### config.mk
export PLATFORM = sky130hd
export DESIGN_NAME = framed_token_message_queue_top
export DESIGN_NICKNAME = d
export VERILOG_FILES = /design/src/ftmq_pkg.sv /design/src/ftmq_ram.sv /design/src/framed_token_message_queue_top.sv
export SDC_FILE = /design/constraint.sdc
export NUM_CORES = 1
export LEC_CHECK = 0
export BUFFER_PORTS_ARGS = -buffer_cell sky130_fd_sc_hd__buf_2
export CAP_MARGIN = 20
export CORE_ASPECT_RATIO = 0.7
export CORE_MARGIN = 5
export CORE_UTILIZATION = 40
export DETAILED_ROUTE_END_ITERATION = 10
export GPL_TIMING_DRIVEN = 0
export PLACE_DENSITY_LB_ADDON = 0.08
export SYNTH_ARGS = -nofsm -noshare
export SYNTH_HDL_FRONTEND = slang
export SYNTH_SLANG_ARGS = --single-unit
### constraint.sdc
create_clock -name clk_i -period 4.44 [get_ports clk_i]
set_input_delay 0.888 -clock clk_i [delete_from_list [all_inputs] [get_ports clk_i]]
set_output_delay 0.888 -clock clk_i [all_outputs]
set_load 0.02 [all_outputs]
### src/ftmq_pkg.sv
// Shared constants for the framed token message queue.
// Operation codes, configuration register indexes and default sizes.
`timescale 1ns / 1ps

package ftmq_pkg;

  localparam int unsigned RingBytesDef  = 64;
  localparam int unsigned TokenSlotsDef = 32;
  localparam int unsigned MsgSlotsDef   = 8;
  localparam int unsigned CopyLenDef    = 20;

  typedef enum logic [1:0] {
    OP_RX_CHAR  = 2'd0,
    OP_RELEASE  = 2'd1,
    OP_READ_TOK = 2'd2,
    OP_CLR_CNT  = 2'd3
  } op_e;

  typedef enum logic [1:0] {
    CFG_START = 2'd0,
    CFG_DELIM = 2'd1,
    CFG_STOP  = 2'd2,
    CFG_NONE  = 2'd3
  } cfg_idx_e;

  localparam logic [7:0] StartCharRst = 8'd91;
  localparam logic [7:0] DelimCharRst = 8'd44;
  localparam logic [7:0] StopCharRst  = 8'd93;

endpackage

### src/ftmq_ram.sv
// Generic single-write, single-read synchronous RAM with registered read data.
// No dependencies.
`timescale 1ns / 1ps

module ftmq_ram #(
  parameter int unsigned Width = 8,
  parameter int unsigned Depth = 64,
  localparam int unsigned AddrW = (Depth > 1) ? $clog2(Depth) : 1
) (
  input  logic             clk_i,
  input  logic             we_i,
  input  logic [AddrW-1:0] waddr_i,
  input  logic [Width-1:0] wdata_i,
  input  logic [AddrW-1:0] raddr_i,
  output logic [Width-1:0] rdata_o
);

  logic [Width-1:0] mem_q [Depth];

  always_ff @(posedge clk_i) begin
    if (we_i) begin
      mem_q[waddr_i] <= wdata_i;
    end
    rdata_o <= mem_q[raddr_i];
  end

endmodule

### src/framed_token_message_queue_top.sv
// Framed token message queue: top level with the receive/release/read sequencer.
// Depends on ftmq_pkg and ftmq_ram (byte ring, token start ring, message table).
`timescale 1ns / 1ps

// Characters framed by start/delimiter/stop are split into zero-terminated
// tokens held in a byte ring, with a ring of token start offsets and a table of
// message records, all in synchronous RAMs. One transaction is taken at a time.
// Each transaction steps through the sequencer states: a received character
// goes through EXEC and REC (or FILL and FILL2 when it commits a message, to
// reload the record of the next table slot) to OUT; release passes REL and
// clear-count CLR before REC and OUT; a token read passes T1 and T2, then
// loops B and DRAIN once per returned byte (up to CopyLen bytes), since the
// table, token and byte RAMs have registered read data. The input is taken
// again once the last result has been taken and the sequencer is back in idle.
// Each result waits in an output register for as long as out_stall_i holds it.

module framed_token_message_queue_top
  import ftmq_pkg::*;
#(
  parameter int unsigned RingBytes  = RingBytesDef,
  parameter int unsigned TokenSlots = TokenSlotsDef,
  parameter int unsigned MsgSlots   = MsgSlotsDef,
  parameter int unsigned CopyLen    = CopyLenDef
) (
  input  logic       clk_i,
  input  logic       rst_ni,
  input  logic       cfg_we_i,
  input  logic [1:0] cfg_index_i,
  input  logic [7:0] cfg_data_i,
  input  logic       in_valid_i,
  output logic       in_stall_o,
  input  logic [1:0] op_i,
  input  logic [7:0] data_char_i,
  input  logic [4:0] token_number_i,
  input  logic       consumer_ready_i,
  output logic       out_valid_o,
  input  logic       out_stall_i,
  output logic       accepted_o,
  output logic       msg_complete_o,
  output logic [3:0] msg_count_o,
  output logic [5:0] oldest_token_count_o,
  output logic [6:0] free_bytes_o,
  output logic [7:0] token_byte_o,
  output logic       last_o
);

  localparam int unsigned RW   = $clog2(RingBytes);
  localparam int unsigned RCW  = $clog2(RingBytes + 1);
  localparam int unsigned TW   = $clog2(TokenSlots);
  localparam int unsigned TCW  = $clog2(TokenSlots + 1);
  localparam int unsigned MW   = (MsgSlots > 1) ? $clog2(MsgSlots) : 1;
  localparam int unsigned MCW  = $clog2(MsgSlots + 1);
  localparam int unsigned RECW = TW + TCW + RCW;
  localparam int unsigned NW   = $clog2(CopyLen);

  typedef enum logic [3:0] {
    S_IDLE, S_EXEC, S_REL, S_CLR, S_T1, S_T2, S_B,
    S_FILL, S_FILL2, S_REC, S_OUT, S_DRAIN
  } state_e;

  state_e state_q;

  // configuration
  logic [7:0] start_q, delim_q, stop_q;

  // latched transaction
  logic [1:0] op_q;
  logic [7:0] chr_q;
  logic [4:0] tn_q;
  logic       rdy_q;

  // queue state
  logic           rcv_q;
  logic [RW-1:0]  rwi_q;
  logic [RCW-1:0] rused_q;
  logic [TW-1:0]  twi_q;
  logic [TCW-1:0] tused_q, cur_q;
  logic [MW-1:0]  wi_q, ri_q;
  logic [MCW-1:0] held_q;
  logic [TCW-1:0] bk_tused_q;
  logic [RW-1:0]  bk_rwi_q;
  logic [RCW-1:0] bk_rused_q;

  // copy of the table record at the write slot
  logic [TW-1:0]  recf_q;
  logic [TCW-1:0] recc_q;
  logic [RCW-1:0] recb_q;

  // token read run
  logic [RW-1:0]  p_q;
  logic [NW-1:0]  run_q;
  logic [TCW-1:0] oldest_q;

  // output register
  logic       ovalid_q, acc_q, done_q, last_q;
  logic [3:0] cnt_q;
  logic [5:0] old_q;
  logic [6:0] free_q;
  logic [7:0] byte_q;

  // RAM ports
  logic            b_we;
  logic [RW-1:0]   b_waddr, b_raddr;
  logic [7:0]      b_wdata, b_rdata;
  logic            t_we;
  logic [TW-1:0]   t_waddr, t_raddr;
  logic [RW-1:0]   t_wdata, t_rdata;
  logic            m_we;
  logic [MW-1:0]   m_waddr, m_raddr;
  logic [RECW-1:0] m_wdata, m_rdata;

  // character step results
  logic           rcv_n, acc_n, done_n, commit_n, rb_n;
  logic [RW-1:0]  rwi_n;
  logic [RCW-1:0] rused_n;
  logic [TW-1:0]  twi_n;
  logic [TCW-1:0] tused_n, cur_n;
  logic [MW-1:0]  wi_n;
  logic [MCW-1:0] held_n;
  logic [TCW-1:0] recc_n;
  logic [RCW-1:0] recb_n;
  logic [TW-1:0]  recf_n;
  logic           bwe_n, twe_n;
  logic [RW-1:0]  twdata_n;
  logic [TW-1:0]  twaddr_n;
  logic [7:0]     bwdata_n;

  // misc
  logic [TW-1:0]  tn_mod [32];
  logic [TW:0]    slot_sum;
  logic [TW-1:0]  slot;
  logic [TCW-1:0] rd_cnt;
  logic [RCW-1:0] rd_bytes;
  logic [RW-1:0]  p_next;
  logic [6:0]     free_now;
  logic           in_acc, out_take, run_end;

  for (genvar i = 0; i < 32; i++) begin : g_tn_mod
    assign tn_mod[i] = TW'(i % TokenSlots);
  end

  function automatic logic [RW-1:0] ring_inc(input logic [RW-1:0] x);
    return (x == RW'(RingBytes - 1)) ? '0 : x + RW'(1);
  endfunction

  function automatic logic [TW-1:0] tok_inc(input logic [TW-1:0] x);
    return (x == TW'(TokenSlots - 1)) ? '0 : x + TW'(1);
  endfunction

  function automatic logic [MW-1:0] msg_inc(input logic [MW-1:0] x);
    return (x == MW'(MsgSlots - 1)) ? '0 : x + MW'(1);
  endfunction

  assign in_stall_o = (state_q != S_IDLE);
  assign in_acc     = in_valid_i && !in_stall_o;
  assign out_take   = ovalid_q && !out_stall_i;

  assign rd_cnt   = m_rdata[RCW +: TCW];
  assign rd_bytes = m_rdata[RCW-1:0];
  assign slot_sum = {1'b0, m_rdata[RECW-1 -: TW]} + {1'b0, tn_mod[tn_q]};
  assign slot     = (slot_sum >= (TW+1)'(TokenSlots)) ?
                    TW'(slot_sum - (TW+1)'(TokenSlots)) : TW'(slot_sum);
  assign p_next   = ring_inc(p_q);
  assign run_end  = (run_q == NW'(CopyLen - 1));
  assign free_now = (held_q < MCW'(MsgSlots) && tused_q < TCW'(TokenSlots)) ?
                    7'(RCW'(RingBytes) - rused_q) : 7'd0;

  // one received character
  always_comb begin
    rcv_n    = rcv_q;
    acc_n    = 1'b0;
    done_n   = 1'b0;
    commit_n = 1'b0;
    rb_n     = 1'b0;
    rwi_n    = rwi_q;
    rused_n  = rused_q;
    twi_n    = twi_q;
    tused_n  = tused_q;
    cur_n    = cur_q;
    wi_n     = wi_q;
    held_n   = held_q;
    recf_n   = recf_q;
    recc_n   = recc_q;
    recb_n   = recb_q;
    bwe_n    = 1'b0;
    bwdata_n = 8'd0;
    twe_n    = 1'b0;
    twaddr_n = twi_q;
    twdata_n = rwi_q;
    if (!rcv_q) begin
      if (chr_q == start_q) begin
        cur_n  = '0;
        recf_n = twi_q;
        recc_n = '0;
        recb_n = '0;
        if (tused_q < TCW'(TokenSlots)) begin
          twe_n   = 1'b1;
          twi_n   = tok_inc(twi_q);
          cur_n   = TCW'(1);
          tused_n = tused_q + TCW'(1);
          rcv_n   = 1'b1;
          acc_n   = 1'b1;
        end
      end
    end else if (chr_q == delim_q) begin
      if (rused_q < RCW'(RingBytes)) begin
        bwe_n   = 1'b1;
        rwi_n   = ring_inc(rwi_q);
        rused_n = rused_q + RCW'(1);
        recb_n  = recb_q + RCW'(1);
        if (tused_q < TCW'(TokenSlots)) begin
          twe_n    = 1'b1;
          twdata_n = rwi_n;
          twi_n    = tok_inc(twi_q);
          cur_n    = cur_q + TCW'(1);
          tused_n  = tused_q + TCW'(1);
          acc_n    = 1'b1;
        end else begin
          rb_n = 1'b1;
        end
      end else begin
        rb_n = 1'b1;
      end
    end else if (chr_q == stop_q) begin
      if (held_q >= MCW'(MsgSlots) || !rdy_q || rused_q >= RCW'(RingBytes)) begin
        rb_n = 1'b1;
      end else begin
        bwe_n    = 1'b1;
        rwi_n    = ring_inc(rwi_q);
        rused_n  = rused_q + RCW'(1);
        recb_n   = recb_q + RCW'(1);
        held_n   = held_q + MCW'(1);
        recc_n   = cur_q;
        commit_n = 1'b1;
        wi_n     = msg_inc(wi_q);
        cur_n    = '0;
        rcv_n    = 1'b0;
        done_n   = 1'b1;
        acc_n    = 1'b1;
      end
    end else if (chr_q == start_q) begin
      // restart: drop the open message, reopen its first token
      cur_n   = '0;
      twi_n   = recf_q;
      tused_n = bk_tused_q;
      rwi_n   = bk_rwi_q;
      rused_n = bk_rused_q;
      rcv_n   = 1'b0;
      recb_n  = '0;
      if (bk_tused_q < TCW'(TokenSlots)) begin
        twe_n    = 1'b1;
        twaddr_n = recf_q;
        twdata_n = bk_rwi_q;
        twi_n    = tok_inc(recf_q);
        cur_n    = TCW'(1);
        tused_n  = bk_tused_q + TCW'(1);
        rcv_n    = 1'b1;
      end
    end else begin
      if (rused_q < RCW'(RingBytes)) begin
        bwe_n    = 1'b1;
        bwdata_n = chr_q;
        rwi_n    = ring_inc(rwi_q);
        rused_n  = rused_q + RCW'(1);
        recb_n   = recb_q + RCW'(1);
        acc_n    = 1'b1;
      end else begin
        rb_n = 1'b1;
      end
    end
    if (rb_n) begin
      twi_n   = recf_q;
      tused_n = bk_tused_q;
      rwi_n   = bk_rwi_q;
      rused_n = bk_rused_q;
      rcv_n   = 1'b0;
    end
  end

  // RAM port control
  always_comb begin
    b_we    = (state_q == S_EXEC) && (op_q == OP_RX_CHAR) && bwe_n;
    b_waddr = rwi_q;
    b_wdata = bwdata_n;
    b_raddr = (state_q == S_T2) ? t_rdata : p_next;
    t_we    = (state_q == S_EXEC) && (op_q == OP_RX_CHAR) && twe_n;
    t_waddr = twaddr_n;
    t_wdata = twdata_n;
    t_raddr = slot;
    m_raddr = (state_q == S_FILL) ? wi_q : ri_q;
    if (state_q == S_CLR) begin
      m_we    = 1'b1;
      m_waddr = ri_q;
      m_wdata = {m_rdata[RECW-1 -: TW], {TCW{1'b0}}, rd_bytes};
    end else begin
      m_we    = (state_q == S_EXEC) && (op_q == OP_RX_CHAR);
      m_waddr = wi_q;
      m_wdata = {recf_n, recc_n, recb_n};
    end
  end

  ftmq_ram #(.Width(8), .Depth(RingBytes)) u_byte_ring (
    .clk_i   (clk_i),
    .we_i    (b_we),
    .waddr_i (b_waddr),
    .wdata_i (b_wdata),
    .raddr_i (b_raddr),
    .rdata_o (b_rdata)
  );

  ftmq_ram #(.Width(RW), .Depth(TokenSlots)) u_tok_ring (
    .clk_i   (clk_i),
    .we_i    (t_we),
    .waddr_i (t_waddr),
    .wdata_i (t_wdata),
    .raddr_i (t_raddr),
    .rdata_o (t_rdata)
  );

  ftmq_ram #(.Width(RECW), .Depth(MsgSlots)) u_msg_tab (
    .clk_i   (clk_i),
    .we_i    (m_we),
    .waddr_i (m_waddr),
    .wdata_i (m_wdata),
    .raddr_i (m_raddr),
    .rdata_o (m_rdata)
  );

  always_ff @(posedge clk_i or negedge rst_ni) begin
    if (!rst_ni) begin
      state_q    <= S_IDLE;
      start_q    <= StartCharRst;
      delim_q    <= DelimCharRst;
      stop_q     <= StopCharRst;
      rcv_q      <= 1'b0;
      rwi_q      <= '0;
      rused_q    <= '0;
      twi_q      <= '0;
      tused_q    <= '0;
      cur_q      <= '0;
      wi_q       <= '0;
      ri_q       <= '0;
      held_q     <= '0;
      bk_tused_q <= '0;
      bk_rwi_q   <= '0;
      bk_rused_q <= '0;
      recf_q     <= '0;
      recc_q     <= '0;
      recb_q     <= '0;
      ovalid_q   <= 1'b0;
      acc_q      <= 1'b0;
      done_q     <= 1'b0;
      last_q     <= 1'b0;
      run_q      <= '0;
    end else begin
      if (cfg_we_i) begin
        unique case (cfg_idx_e'(cfg_index_i))
          CFG_START: start_q <= cfg_data_i;
          CFG_DELIM: delim_q <= cfg_data_i;
          CFG_STOP:  stop_q  <= cfg_data_i;
          default: ;
        endcase
      end
      unique case (state_q)
        S_IDLE: begin
          if (in_acc) begin
            op_q    <= op_i;
            chr_q   <= data_char_i;
            tn_q    <= token_number_i;
            rdy_q   <= consumer_ready_i;
            state_q <= S_EXEC;
          end
        end
        S_EXEC: begin
          acc_q  <= 1'b0;
          done_q <= 1'b0;
          unique case (op_e'(op_q))
            OP_RX_CHAR: begin
              if (!rcv_q && chr_q == start_q) begin
                bk_tused_q <= tused_q;
                bk_rwi_q   <= rwi_q;
                bk_rused_q <= rused_q;
              end
              rcv_q   <= rcv_n;
              rwi_q   <= rwi_n;
              rused_q <= rused_n;
              twi_q   <= twi_n;
              tused_q <= tused_n;
              cur_q   <= cur_n;
              wi_q    <= wi_n;
              held_q  <= held_n;
              recf_q  <= recf_n;
              recc_q  <= recc_n;
              recb_q  <= recb_n;
              acc_q   <= acc_n;
              done_q  <= done_n;
              state_q <= commit_n ? S_FILL : S_REC;
            end
            OP_RELEASE:  state_q <= S_REL;
            OP_READ_TOK: state_q <= S_T1;
            default:     state_q <= S_CLR;
          endcase
        end
        S_REL: begin
          if (held_q != '0) begin
            tused_q <= (tused_q > rd_cnt) ? tused_q - rd_cnt : '0;
            rused_q <= (rused_q > rd_bytes) ? rused_q - rd_bytes : '0;
            ri_q    <= msg_inc(ri_q);
            held_q  <= held_q - MCW'(1);
          end
          state_q <= S_REC;
        end
        S_CLR: begin
          if (ri_q == wi_q) begin
            recc_q <= '0;
          end
          state_q <= S_REC;
        end
        S_T1: begin
          oldest_q <= rd_cnt;
          state_q  <= S_T2;
        end
        S_T2: begin
          p_q     <= t_rdata;
          run_q   <= '0;
          state_q <= S_B;
        end
        S_B: begin
          ovalid_q <= 1'b1;
          cnt_q    <= 4'(held_q);
          old_q    <= 6'(oldest_q);
          free_q   <= free_now;
          byte_q   <= run_end ? 8'd0 : b_rdata;
          last_q   <= run_end || (b_rdata == 8'd0);
          state_q  <= S_DRAIN;
        end
        S_FILL: state_q <= S_FILL2;
        S_FILL2: begin
          recf_q  <= m_rdata[RECW-1 -: TW];
          recc_q  <= rd_cnt;
          recb_q  <= rd_bytes;
          state_q <= S_OUT;
        end
        S_REC: state_q <= S_OUT;
        S_OUT: begin
          ovalid_q <= 1'b1;
          cnt_q    <= 4'(held_q);
          old_q    <= 6'(rd_cnt);
          free_q   <= free_now;
          byte_q   <= 8'd0;
          last_q   <= 1'b1;
          state_q  <= S_DRAIN;
        end
        S_DRAIN: begin
          if (out_take) begin
            ovalid_q <= 1'b0;
            if (last_q) begin
              state_q <= S_IDLE;
            end else begin
              // next byte read issued at p_next this cycle
              p_q     <= p_next;
              run_q   <= run_q + NW'(1);
              state_q <= S_B;
            end
          end
        end
        default: state_q <= S_IDLE;
      endcase
    end
  end

  assign out_valid_o          = ovalid_q;
  assign accepted_o           = acc_q;
  assign msg_complete_o       = done_q;
  assign msg_count_o          = cnt_q;
  assign oldest_token_count_o = old_q;
  assign free_bytes_o         = free_q;
  assign token_byte_o         = byte_q;
  assign last_o               = last_q;

  a_held_bound : assert property (@(posedge clk_i) disable iff (!rst_ni)
    held_q <= MCW'(MsgSlots))
    else $error("message count above table size");

  a_ring_bound : assert property (@(posedge clk_i) disable iff (!rst_ni)
    rused_q <= RCW'(RingBytes) && tused_q <= TCW'(TokenSlots))
    else $error("ring usage above capacity");

  a_idle_no_result : assert property (@(posedge clk_i) disable iff (!rst_ni)
    !in_stall_o |-> !out_valid_o)
    else $error("input taken while a result is pending");

  a_done_acc : assert property (@(posedge clk_i) disable iff (!rst_ni)
    out_valid_o && msg_complete_o |-> accepted_o && last_o)
    else $error("commit flagged without acceptance");

endmodule
==> flow_summary_export.csv <==
group,metric,value,unit
run_status,status,"finished, violations left",
run_status,violations,"setup timing",
yosys,yosysSeqAreaShare,68.88,%
pwr,vdd.ir_drop.worst,0.3332,mV
flow_run,cap_violations,0,
cells_and_area,seqCellArea,30590,sq um
sta,fmax,223.0,MHz
floorplan,die_h,288.8,um
yosys,yosysWarnings,0,
sta,finClkSkew,0.02342,ns
global_route,grt_start_max_net_pins,95,
cells_and_area,fillCellCount,9615,
floorplan,initial_utilization,40.23,%
drt,drc,0,
yosys,ys.flop_type,"edfxtp_1",
cts,path_clk_slew,0.06,ns
drt,postRouteAntennaNets,0,
global_route,grt_pass1_wl,197400,um
yosys,ys_seq_elements,1048,
sta,holdWs,0.04887,ns
sta,setup_viol_count_final,8,
cts,htree_levels,3,
yosys,synth_edf_count,901,
cells_and_area,final_util,46.61,%
global_route,grt-ovfl-total,0,
yosys,synth_top_area_cell,"edfxtp_1",
critical_path,critical_path.top_delay_family,"simple AND/OR/NAND/NOR gates",
yosys,synthCells,3049,
cells_and_area,layout.nets,3338,
yosys,syn_area_per_cell,14.57,sq um
cts,cts_tree,"yes",
placed_design,post-dp-hpwl,98170,um
floorplan,core_area,110400,sq um
placed_design,place_area,47210,sq um
drt,drt_first_pass_iters,6,
yosys,synth_top_cell_area_share,60.92,%
yosys,synthesis.nets,3122,
yosys,yosys-top-cells-area,"edfxtp_1, mux4_2, dfrtp_1",
yosys,yosys.cell_types.count,82,
cts,clock_latency,0.72,ns
global_route,grt_pass1_vias,27370,
floorplan,dieArea,117900,sq um
critical_path,crit_path_cell_trace,"inv_1 > ha_1 > nor2b_1 > o41a_1 > clkbuf_1 > a211o_1 > nor2_1 > nand3_2 > nor2_2",
critical_path,arrival,4.82,ns
critical_path,max_stage_delay,0.68,ns
sta,rsz0062_at_grt,"true",
floorplan,pin_count,61,
drt,wire_per_inst,28.54,um
sta,setup_slack,-0.04514,ns
cells_and_area,area_delta_synth_final,15.86,%
global_route,track_usage,23.10,%
critical_path,worstSetupStartpointType,"flop",
cts,hold_buffers,0,
cts,cts_root_buf,"clkbuf_16",
pwr,power_density,479.7,nW/um^2
drt,via_per_inst,5.929,
pwr,p_leak,0.01853,uW
drt,routed_wl,137400,um
floorplan,rows,102,
sta,period_share,101.0,%
cells_and_area,drive_gt1_share,21.04,%
critical_path,worst-path-max-fanout,10,
yosys,synth-async-reset-ratio,10.97,%
sta,worst_slew_pin_slew,1.128,ns
critical_path,required,4.78,ns
cells_and_area,fin_cells,4814,
critical_path,cp_slowest_cell,"nor2_2",
sta,final_hold_viol_count,0,
critical_path,path_class,"flop to flop",
yosys,syn_area,44410,sq um
placed_design,gp_congestion,0.9257,
cts,cts_buffers,105,
cells_and_area,design_area,51450,sq um
cts,cts_buffer_depth,3,
floorplan,die_x,408.3,um
drt,num_vias,28540,
hold_path,hold_class,"input port to asynchronous set/reset pin",
sta,fin_crit,4.485,ns
critical_path,worst-path-buf-inv,2,
sta,slew-limit-headroom,24.79,%
global_route,antenna_found_initial,5,
drt,drtIter0Drc,3576,
critical_path,endpoint_kind,"flop",
sta,report.final.slew_viol_count,0,
placed_design,post-place-ws,-1.185,ns
cells_and_area,multi_input_area,13490,sq um
placed_design,dp.cells,4598,
placed_design,io_buffer_count,60,
cts,clock-sinks,1048,
[timing repair]
action / in CTS / in global routing
setup buffers: 4 / 7
pin swaps: 2 / 3
resized for setup: 117 / 47
setup endpoints to repair: 744 / 667
[cells in the final DEF (no fill, tap or decap), drive strengths merged, types with 17 or more instances in the layout]
cell / instances
dfxtp: 32
mux4: 126
nor2: 218
a22oi: 23
mux2: 92
nand3: 111
o21ai: 94
nand2: 374
a31oi: 50
a21oi: 121
nand4: 26
buf: 165
clkbuf: 238
ha: 38
xnor2: 44
inv: 59
mux2i: 61
dfrtp: 102
a32oi: 21
o22ai: 21
and3: 38
edfxtp: 901
xor2: 22
clkinv: 40
a311oi: 17
and2: 23
nor3: 53
[synthesized netlist by cell type, types with 12 or more instances]
cell type,number
a31oi_1,50
mux2i_1,60
a32oi_1,21
nand2_1,374
mux2_2,92
o22ai_1,21
xor2_1,22
dfxtp_1,32
and2_1,23
buf_1,23
nor2_1,218
mux4_2,126
or3_1,12
nand4_1,25
a311oi_1,17
ha_1,38
inv_1,50
buf_2,32
o21ai_0,87
clkbuf_1,104
a22oi_1,23
dfrtp_1,102
nand3_1,111
a21oi_1,121
nor4_1,13
xnor2_1,44
and3_1,38
nor3_1,52
edfxtp_1,901
dfstp_2,13
[final timing paths]
kind / slack, ns / from / end / cells after the start
worst min-delay path: 0.05 / rst_ni / delim_q[0] / 1
min in group clk_i: 0.36 / data_char_i[4] / chr_q[4] / 1
worst max register to register: -0.05 / rused_q[0] / u_byte_ring.mem_q[6][1] / 9
worst min register to register: 0.45 / held_q[3] / msg_count_o[3] / 0
worst max-delay path: -0.05 / rused_q[0] / u_byte_ring.mem_q[6][1] / 9
max in group asynchronous: 3.54 / rst_ni / b_waddr[0] / 2
[metrics by stage]
stage / total power, uW / TNS [ns]
after floorplan: 13820 / 0
after global placement: 15450 / -1296.21
after detailed placement: 15570 / -385.65
after CTS: 24730 / -13.43
after global routing: 25510 / -9.827
final: 24680 / -0.3284
[report_power, final]
part | switching [uW] | leakage (uW) | total (uW) | internal [uW]
clock network | 3930 | 0.00173 | 9180 | 5250
logic | 2820 | 0.00538 | 4040 | 1220
registers | 261 | 0.0114 | 11500 | 11200
total | 7010 | 0.0185 | 24700 | 17700
[worst register-to-register path, delay by kind of cell, from the launching register on]
family | cells | cell delay, ns
fa+ha+maj | 1 | 0.28
flops | 1 | 0.54
compound gates | 2 | 0.91
simple gates | 4 | 1.83
buf+inv | 2 | 0.54
[routing by layer]
| layer | part of all wire (%) | track usage [%] | vias to the layer above |
|---|---|---|---|
| met2 | 39 | 30.86 | 1243 |
| li1 | - | - | 12220 |
| met3 | 9.4 | 6.086 | 172 |
| met5 | 0 | 0 | - |
| met1 | 49 | 37.65 | 14910 |
| met4 | 1.6 | 4.092 | 0 |
[cell type report]
| type | count | area share, % |
|---|---|---|
| flip-flops and latches | 1048 | 59.45 |
| multi-input cells | 1784 | 26.23 |
| clock buffers | 131 | 5.513 |
| well taps | 1456 | 3.541 |
| repair buffers | 112 | 2.118 |
| plain buffers | 163 | 1.418 |
| clock inverters | 67 | 1.352 |
| inverters | 51 | 0.3720 |
| diodes | 2 | 0.009727 |
[logic make-up (layout without fill, tap and decap cells)]
family	Yosys count	in the layout	synth area share (%)
buffers and inverters	217	524	2.009
xor gates and xnor gates	66	66	1.302
adders and majority gates	42	42	1.251
AOI/OAI and AO/OA	466	466	6.883
DFF	1048	1048	68.88
muxes	279	279	10.11
and+or+nand+nor	931	931	9.565
other	0	2	0
[sequential cells by signal, summed over array words and instances, names as in the netlist, 18 cells and up]
| signal | count |
|---|---|
| u_byte_ring.mem_q | 512 |
| u_msg_tab.mem_q | 144 |
| u_msg_tab.rdata_o | 18 |
| u_tok_ring.mem_q | 192 |
(Power assumes the default switching activity.)
